### src/design/twl_pkg.sv
// ----------------------------------------------------------------------------
// twl_pkg: shared types and constants of the timed wait list
// Entry layout, command, result and status codes, cell control word.
// ----------------------------------------------------------------------------
package twl_pkg;

   localparam int LIST_DEPTH = 16;
   localparam int CNT_W      = $clog2(LIST_DEPTH + 1);
   localparam int ID_W       = 16;
   localparam int TICK_W     = 16;
   localparam int REL_W      = 5;

   typedef logic [CNT_W-1:0] cnt_type;

   typedef enum logic [2:0] {
      CMD_APPEND  = 3'd0,
      CMD_REMOVE  = 3'd1,
      CMD_POP     = 3'd2,
      CMD_FIND    = 3'd3,
      CMD_TICK    = 3'd4,
      CMD_RELEASE = 3'd5
   } cmd_type;

   typedef enum logic [1:0] {
      KIND_REPLY    = 2'd0,
      KIND_RELEASED = 2'd1,
      KIND_SUMMARY  = 2'd2
   } kind_type;

   typedef enum logic [1:0] {
      STAT_OK       = 2'd0,
      STAT_NOTFOUND = 2'd1,
      STAT_FULL     = 2'd2
   } status_type;

   typedef enum logic [1:0] {
      ST_IDLE,
      ST_WALK,
      ST_FINISH
   } state_type;

   typedef struct packed {
      logic [ID_W-1:0]   thread_id;
      logic [TICK_W-1:0] wait_ticks;
   } entry_type;

   // broadcast to every cell of the row
   typedef struct packed {
      logic      append;
      cnt_type   append_pos;
      logic      step;
      logic      keep;
      cnt_type   tail_pos;
      entry_type new_entry;
   } cell_ctrl_type;

endpackage

### src/design/twl_cell.sv
// ----------------------------------------------------------------------------
// twl_cell: one slot of the wait list
// Holds one entry; takes the new entry on an append at its position, and on a
// walk step the entry of its right neighbour, or the kept head entry at the tail.
// ----------------------------------------------------------------------------
module twl_cell (
   input  logic                   clock,
   input  twl_pkg::cnt_type       cell_index,
   input  twl_pkg::cell_ctrl_type ctrl,
   input  twl_pkg::entry_type     next_entry,
   output twl_pkg::entry_type     entry
);

   twl_pkg::entry_type entry_ff;
   twl_pkg::entry_type entry_in;

   always_comb begin
      entry_in = entry_ff;
      priority if (ctrl.append && (cell_index == ctrl.append_pos)) begin
         entry_in = ctrl.new_entry;
      end else if (ctrl.step) begin
         // the kept head re-enters at the tail, everything else shifts down
         if (ctrl.keep && (cell_index == ctrl.tail_pos)) begin
            entry_in = ctrl.new_entry;
         end else begin
            entry_in = next_entry;
         end
      end else begin
         entry_in = entry_ff;
      end
   end

   always_ff @(posedge clock) begin
      entry_ff <= entry_in;
   end

   assign entry = entry_ff;

endmodule

### src/design/timed_wait_list.sv
// Append, pop on an empty list and unused codes go from acceptance to the
// finish state; pop on a non-empty list goes through the walk state. Remove,
// find, tick and release-all walk the list one entry a cycle at the head of the
// cell row, while no release word is held back by a stalled output register.
// One command at a time; the next word is taken once the final result sits in
// the output register.
// Reset empties the list; slot contents stay undefined until written.
// ----------------------------------------------------------------------------
// timed_wait_list: ordered list of waiting threads with timeouts
// Control sequencer and output register around a row of entry cells.
// ----------------------------------------------------------------------------
module timed_wait_list (
   input  logic        clock,
   input  logic        reset,
   input  logic        req_valid,
   output logic        req_stall,
   input  logic [2:0]  req_command,
   input  logic [15:0] req_thread_id,
   input  logic [15:0] req_wait_time,
   output logic        rsp_valid,
   input  logic        rsp_stall,
   output logic [1:0]  rsp_result_kind,
   output logic [1:0]  rsp_status,
   output logic [15:0] rsp_out_thread_id,
   output logic [15:0] rsp_remaining_time,
   output logic        rsp_by_timeout,
   output logic [4:0]  rsp_released_count,
   output logic        rsp_last
);

   twl_pkg::entry_type     cell_q [twl_pkg::LIST_DEPTH];
   twl_pkg::cell_ctrl_type ctrl;

   twl_pkg::state_type state_ff, state_in;
   twl_pkg::cnt_type   count_ff, count_in;
   twl_pkg::cnt_type   steps_ff, steps_in;
   twl_pkg::cnt_type   rel_cnt_ff, rel_cnt_in;
   logic [2:0]         cmd_ff, cmd_in;
   logic [15:0]        id_ff, id_in;
   logic [1:0]         rep_status_ff, rep_status_in;
   logic [15:0]        rep_id_ff, rep_id_in;
   logic [15:0]        rep_time_ff, rep_time_in;

   logic               rsp_valid_ff, rsp_valid_in;
   logic [1:0]         rsp_kind_ff, rsp_kind_in;
   logic [1:0]         rsp_status_ff, rsp_status_in;
   logic [15:0]        rsp_id_ff, rsp_id_in;
   logic [15:0]        rsp_time_ff, rsp_time_in;
   logic               rsp_byto_ff, rsp_byto_in;
   logic [4:0]         rsp_count_ff, rsp_count_in;
   logic               rsp_last_ff, rsp_last_in;

   twl_pkg::entry_type head;
   logic [15:0]        dec_ticks;
   logic               out_free;
   logic               out_load;
   logic               drop;
   logic               emit;
   logic               hit;

   // ---------------------------------------------------------------- cell row
   for (genvar i = 0; i < twl_pkg::LIST_DEPTH; i++) begin : g_cell
      twl_pkg::entry_type nbr;
      if (i == twl_pkg::LIST_DEPTH - 1) begin : g_end
         assign nbr = cell_q[i];
      end else begin : g_mid
         assign nbr = cell_q[i+1];
      end
      twl_cell u_cell (
         .clock      (clock),
         .cell_index (twl_pkg::cnt_type'(i)),
         .ctrl       (ctrl),
         .next_entry (nbr),
         .entry      (cell_q[i])
      );
   end

   assign head      = cell_q[0];
   assign dec_ticks = (head.wait_ticks != 16'd0) ? (head.wait_ticks - 16'd1) : 16'd0;
   assign hit       = (head.thread_id == id_ff);
   assign out_free  = !rsp_valid_ff || !rsp_stall;
   assign req_stall = (state_ff != twl_pkg::ST_IDLE);

   // ---------------------------------------------------------------- sequencer
   always_comb begin
      state_in      = state_ff;
      count_in      = count_ff;
      steps_in      = steps_ff;
      rel_cnt_in    = rel_cnt_ff;
      cmd_in        = cmd_ff;
      id_in         = id_ff;
      rep_status_in = rep_status_ff;
      rep_id_in     = rep_id_ff;
      rep_time_in   = rep_time_ff;
      ctrl          = '0;
      out_load      = 1'b0;
      drop          = 1'b0;
      emit          = 1'b0;
      rsp_kind_in   = rsp_kind_ff;
      rsp_status_in = rsp_status_ff;
      rsp_id_in     = rsp_id_ff;
      rsp_time_in   = rsp_time_ff;
      rsp_byto_in   = rsp_byto_ff;
      rsp_count_in  = rsp_count_ff;
      rsp_last_in   = rsp_last_ff;

      unique case (state_ff)
         twl_pkg::ST_IDLE: begin
            if (req_valid) begin
               cmd_in        = req_command;
               id_in         = req_thread_id;
               rep_id_in     = 16'd0;
               rep_time_in   = 16'd0;
               rel_cnt_in    = '0;
               steps_in      = count_ff;
               rep_status_in = twl_pkg::STAT_OK;
               state_in      = (count_ff == '0) ? twl_pkg::ST_FINISH : twl_pkg::ST_WALK;
               unique case (req_command)
                  twl_pkg::CMD_APPEND: begin
                     state_in = twl_pkg::ST_FINISH;
                     if (count_ff == twl_pkg::cnt_type'(twl_pkg::LIST_DEPTH)) begin
                        rep_status_in = twl_pkg::STAT_FULL;
                     end else begin
                        ctrl.append               = 1'b1;
                        ctrl.append_pos           = count_ff;
                        ctrl.new_entry.thread_id  = req_thread_id;
                        ctrl.new_entry.wait_ticks = req_wait_time;
                        count_in                  = count_ff + 1'b1;
                     end
                  end
                  twl_pkg::CMD_REMOVE,
                  twl_pkg::CMD_FIND: begin
                     rep_status_in = twl_pkg::STAT_NOTFOUND;
                  end
                  twl_pkg::CMD_POP: begin
                     steps_in = (count_ff != '0) ? twl_pkg::cnt_type'(1) : '0;
                     if (count_ff == '0) begin
                        rep_status_in = twl_pkg::STAT_NOTFOUND;
                     end
                  end
                  twl_pkg::CMD_TICK,
                  twl_pkg::CMD_RELEASE: begin
                  end
                  default: begin
                     state_in = twl_pkg::ST_FINISH;
                  end
               endcase
            end
         end

         twl_pkg::ST_WALK: begin
            unique case (cmd_ff)
               twl_pkg::CMD_REMOVE:  drop = hit && (rep_status_ff == twl_pkg::STAT_NOTFOUND);
               twl_pkg::CMD_POP:     drop = 1'b1;
               twl_pkg::CMD_TICK: begin
                  drop = (dec_ticks == 16'd0);
                  emit = drop;
               end
               twl_pkg::CMD_RELEASE: begin
                  drop = 1'b1;
                  emit = 1'b1;
               end
               default: begin
               end
            endcase

            // hold the walk while a release word cannot enter the output register
            if (!emit || out_free) begin
               ctrl.step                 = 1'b1;
               ctrl.keep                 = !drop;
               ctrl.tail_pos             = count_ff - 1'b1;
               ctrl.new_entry.thread_id  = head.thread_id;
               ctrl.new_entry.wait_ticks =
                  (cmd_ff == twl_pkg::CMD_TICK) ? dec_ticks : head.wait_ticks;
               if (drop) begin
                  count_in = count_ff - 1'b1;
               end
               steps_in = steps_ff - 1'b1;
               if (steps_ff == twl_pkg::cnt_type'(1)) begin
                  state_in = twl_pkg::ST_FINISH;
               end
               if (emit) begin
                  out_load      = 1'b1;
                  rsp_kind_in   = twl_pkg::KIND_RELEASED;
                  rsp_status_in = twl_pkg::STAT_OK;
                  rsp_id_in     = head.thread_id;
                  rsp_time_in   = (cmd_ff == twl_pkg::CMD_TICK) ? 16'd0 : head.wait_ticks;
                  rsp_byto_in   = (cmd_ff == twl_pkg::CMD_TICK);
                  rsp_count_in  = 5'd0;
                  rsp_last_in   = 1'b0;
                  rel_cnt_in    = rel_cnt_ff + 1'b1;
               end
               if (cmd_ff == twl_pkg::CMD_REMOVE && drop) begin
                  rep_status_in = twl_pkg::STAT_OK;
               end
               if ((cmd_ff == twl_pkg::CMD_POP) || (cmd_ff == twl_pkg::CMD_FIND && hit)) begin
                  rep_status_in = twl_pkg::STAT_OK;
                  rep_id_in     = head.thread_id;
                  rep_time_in   = head.wait_ticks;
               end
            end
         end

         twl_pkg::ST_FINISH: begin
            if (out_free) begin
               out_load      = 1'b1;
               rsp_status_in = rep_status_ff;
               rsp_id_in     = rep_id_ff;
               rsp_time_in   = rep_time_ff;
               rsp_byto_in   = 1'b0;
               rsp_last_in   = 1'b1;
               if (cmd_ff == twl_pkg::CMD_TICK || cmd_ff == twl_pkg::CMD_RELEASE) begin
                  rsp_kind_in  = twl_pkg::KIND_SUMMARY;
                  rsp_count_in = 5'(rel_cnt_ff);
               end else begin
                  rsp_kind_in  = twl_pkg::KIND_REPLY;
                  rsp_count_in = 5'd0;
               end
               state_in = twl_pkg::ST_IDLE;
            end
         end

         default: begin
            state_in = twl_pkg::ST_IDLE;
         end
      endcase

      if (out_load) begin
         rsp_valid_in = 1'b1;
      end else if (!rsp_stall) begin
         rsp_valid_in = 1'b0;
      end else begin
         rsp_valid_in = rsp_valid_ff;
      end
   end

   always_ff @(posedge clock) begin
      if (reset) begin
         state_ff     <= twl_pkg::ST_IDLE;
         count_ff     <= '0;
         rsp_valid_ff <= 1'b0;
      end else begin
         state_ff     <= state_in;
         count_ff     <= count_in;
         rsp_valid_ff <= rsp_valid_in;
      end
   end

   always_ff @(posedge clock) begin
      steps_ff      <= steps_in;
      rel_cnt_ff    <= rel_cnt_in;
      cmd_ff        <= cmd_in;
      id_ff         <= id_in;
      rep_status_ff <= rep_status_in;
      rep_id_ff     <= rep_id_in;
      rep_time_ff   <= rep_time_in;
      rsp_kind_ff   <= rsp_kind_in;
      rsp_status_ff <= rsp_status_in;
      rsp_id_ff     <= rsp_id_in;
      rsp_time_ff   <= rsp_time_in;
      rsp_byto_ff   <= rsp_byto_in;
      rsp_count_ff  <= rsp_count_in;
      rsp_last_ff   <= rsp_last_in;
   end

   assign rsp_valid          = rsp_valid_ff;
   assign rsp_result_kind    = rsp_kind_ff;
   assign rsp_status         = rsp_status_ff;
   assign rsp_out_thread_id  = rsp_id_ff;
   assign rsp_remaining_time = rsp_time_ff;
   assign rsp_by_timeout     = rsp_byto_ff;
   assign rsp_released_count = rsp_count_ff;
   assign rsp_last           = rsp_last_ff;

endmodule
### config.mk
export PLATFORM = sky130hd
export DESIGN_NAME = timed_wait_list
export DESIGN_NICKNAME = d
export VERILOG_FILES = /design/src/design/twl_pkg.sv /design/src/design/twl_cell.sv /design/src/design/timed_wait_list.sv
export SDC_FILE = /design/constraint.sdc
export NUM_CORES = 1
export LEC_CHECK = 0
export BUFFER_PORTS_ARGS = -buffer_cell sky130_fd_sc_hd__buf_4
export CAP_MARGIN = 20
export CELL_PAD_IN_SITES_DETAIL_PLACEMENT = 1
export CELL_PAD_IN_SITES_GLOBAL_PLACEMENT = 1
export CORE_MARGIN = 4
export CORE_UTILIZATION = 48
export DETAILED_ROUTE_END_ITERATION = 10
export GPL_ROUTABILITY_DRIVEN = 0
export PLACE_DENSITY_LB_ADDON = 0.1
export SLEW_MARGIN = 40
export SYNTH_ARGS = -nofsm -noshare
export SYNTH_HDL_FRONTEND = slang
export SYNTH_SLANG_ARGS = --single-unit
export TNS_END_PERCENT = 20
### constraint.sdc
create_clock -name clock -period 5.36 [get_ports clock]
set_clock_uncertainty 0.1 [all_clocks]
set_input_delay 0.268 -clock clock [delete_from_list [all_inputs] [get_ports clock]]
set_output_delay 0.268 -clock clock [all_outputs]
set_load 0.01 [all_outputs]
==> metrics.csv <==
metric;value;unit
result of the run;completed;
Leak;10.7;nW
Largest delay share family, worst path;simple AND/OR/NAND/NOR gates;
final cycle utilization of the critical path;81.3;%
top cell type's share of synthesized area;66.8;%
WP buf/inv;1;
total chip power;10.9;mW
Worst Path Class, Setup;reg -> reg;
final max-slew violation count;0;
core footprint;0.0568;mm²
first-pass GRT wire length;92.2;mm
GRT overflow;0;
cell taking the most area after synthesis;edfxtp_1;
via/cell ratio;5.60;
RSZ-0062 raised after global routing;no;
PD cells;343;mW/mm²
final setup fails;0;
# resized after CTS;0;
Layout Cells excl Fill;2614;
Required @ worst endpoint;5.54;ns
CTS clock-pin slew for the worst setup and hold paths;0.06;ns
number of diodes;0;
Root Buffer;clkbuf_16;
cell count after placement;2480;
DRT iter0 DRCs;1029;
Max stage delay on crit path;0.74;ns
reg-to-reg startpoint;g_cell[0].u_cell.entry[6];
HPWL Detailed;37.8;mm
clk buf depth;3;
synthesized cell area;0.0278;mm²
IO Port Bufs;83;
total clock sinks;626;
Syn. warnings;0;
fraction of layout cells with a size suffix above 1;37.1;%
largest net degree at the start of global routing;57;
area grow syn2layout;14.1;%
DR WL/cell;21.8;µm
initial antenna violation count;0;
Yosys reg bits;626;
Setup TNS;0;ns
worst skew pair latency;0.58;ns
width of the die;249;µm
Max VDD drop;0.273;mV
EDFF count, synth;618;
total I/O pin count;84;
drt pass-1 iters;5;
sequential-to-total area share from yosys stat;67.3;%
ANT nets after route;0;
DRC violations left;0;
ys flop type;edfxtp_1;
Hold WC Path Type;in -> reg;
Max Clk Rate;230;MHz
CTS tree;done;
Synth cell types;70;
layout net count;1863;
Syn Nets;1748;
Max-Cap Viols;0;
final hold vios;0;
syn_area_per_cell;16.4;µm²
# fillers;5246;
Slew headroom;47.3;%
crit path max fanout;21;
Gate Count Post-Synth;1700;
top post-synthesis cells by area;edfxtp_1 (67%), mux2_2 (16%), mux2_1 (3.1%);
count leader, synth;edfxtp_1;
crit path launch;g_cell[0].u_cell.entry[6];
crit path time final;4.36;ns
min-delay src;req_valid;
total CTS buffers;68;
die area;0.0618;mm²
Total GRT Usage;18.5;%
vias in the first global route;15600;
Critical Path Start Type;register;
most frequent cells after synthesis;edfxtp_1 (618), mux2_2 (390), mux2_1 (76), nand2_1 (73), buf_2 (63);
Min Hold Slack;0.188;ns
vias;14600;
die height;249;µm
CP cell instances;nor4_2, nand4_1, o211ai_2, nand4b_1, nand2_1, nor4_2, nand2_1, o21ai_4, buf_4;
Worst-Margin Slew;0.787;ns
Core Rows;87;
crit path capture type;register;
setup bufs post-CTS;0;
CP max stage cell;nor4_2;
crit path DAT;4.54;ns
Starting Density;48.9;%
H-tree levels;3;
Async SR Flop Fraction;0;%
Detailed Route WL;56.9;mm
==> placed cells by master, fill, tap and decap left out, types with 17 or more instances in the layout <==
cell type / n
clkbuf_16: 71
dlygate4sd3_1: 21
edfxtp_1: 618
nor3_1: 22
a21oi_1: 18
mux2_2: 390
and2_1: 36
nand3_1: 27
mux2_1: 76
nor2_1: 41
inv_1: 19
a22o_1: 20
buf_4: 134
o21ai_0: 33
clkinv_1: 17
nand2_1: 73
mux2_4: 30
xor2_1: 19
==> what timing repair did <==
action | CTS | global route
hold buffers | 21 | 0
endpoints found under the hold margin | 28 | 0
endpoints found under the setup margin | 0 | 0
==> power breakdown <==
group,leakage [nW],internal (mW),switching (mW),total (mW)
logic,4.01,0.309,0.479,0.788
clock network,0.970,2.46,1.82,4.28
registers,5.73,5.72,0.102,5.82
total,10.7,8.49,2.40,10.9
==> worst paths after layout <==
path                                       to  slack, ns  cells after the start
setup / recovery  g_cell[15].u_cell.entry[23]       1.00                      9
hold / removal                    state_ff[1]       0.19                      4
setup reg to reg  g_cell[15].u_cell.entry[23]       1.00                      9
hold reg to reg    g_cell[1].u_cell.entry[21]       0.42                      1
==> worst min-delay path, delay by kind of cell <==
| family | cells | cell delay [ns] |
|---|---|---|
| buffers and inverters | 1 | 0.14 |
| AOI/OAI and AO/OA | 2 | 0.31 |
| and+or+nand+nor | 1 | 0.11 |
==> per-layer routing <==
| metal | GRT usage (%) | share of wire, % | vias to the layer above |
|---|---|---|---|
| met3 | 2.74 | 3.5 | 65 |
| met1 | 25.7 | 45 | 7487 |
| met4 | 4.52 | 1.6 | 0 |
| li1 | - | - | 6802 |
| met2 | 30.9 | 50 | 273 |
| met5 | 0 | 0 | - |
==> sequential cells by signal, summed over array words and instances (netlist names) <==
| name | cells |
|---|---|
| cmd_ff | 3 |
| count_ff | 5 |
| g_cell.u_cell.entry | 512 |
| id_ff | 16 |
| rel_cnt_ff | 5 |
| rep_id_ff | 16 |
| rep_status_ff | 2 |
| rep_time_ff | 16 |
| rsp_by_timeout | 1 |
| rsp_last | 1 |
| rsp_out_thread_id | 16 |
| rsp_released_count | 5 |
| rsp_remaining_time | 16 |
| rsp_result_kind | 2 |
| rsp_status | 2 |
| rsp_valid | 1 |
| state_ff | 2 |
| steps_ff | 5 |
==> per-stage QoR <==
step	utilization [%]	setup WS (ns)	area, µm²
final	55.8	1.00	31700
after CTS	55.8	1.01	31700
after detailed placement	51.9	1.01	29500
after global routing	55.8	0.638	31700
after global placement	51.8	1.14	29400
after floorplan	-	0.370	27800
==> kinds of logic (layout without fill, tap and decap cells) <==
group / count (synthesis) / count (layout) / synth area share (%)
buf+inv: 134 / 292 / 2.32
mux: 499 / 499 / 20.6
simple gates: 246 / 246 / 4.54
compound gates: 161 / 161 / 4.00
fa+ha+maj: 9 / 9 / 0.405
flops: 626 / 626 / 67.3
xor+xnor: 25 / 25 / 0.788
==> layout make-up <==
| cell class | count | area, µm² | share of cell area, % |
|---|---|---|---|
| clock buffers | 87 | 1840 | 5.79 |
| clock inverters | 26 | 171 | 0.540 |
| inverters | 21 | 78.8 | 0.248 |
| multi-input cells | 940 | 8720 | 27.5 |
| flip-flops and latches | 626 | 18700 | 59.0 |
| well taps | 756 | 946 | 2.98 |
| repair buffers | 158 | 1260 | 3.98 |
Note: power is estimated with default switching activity, not from simulation.
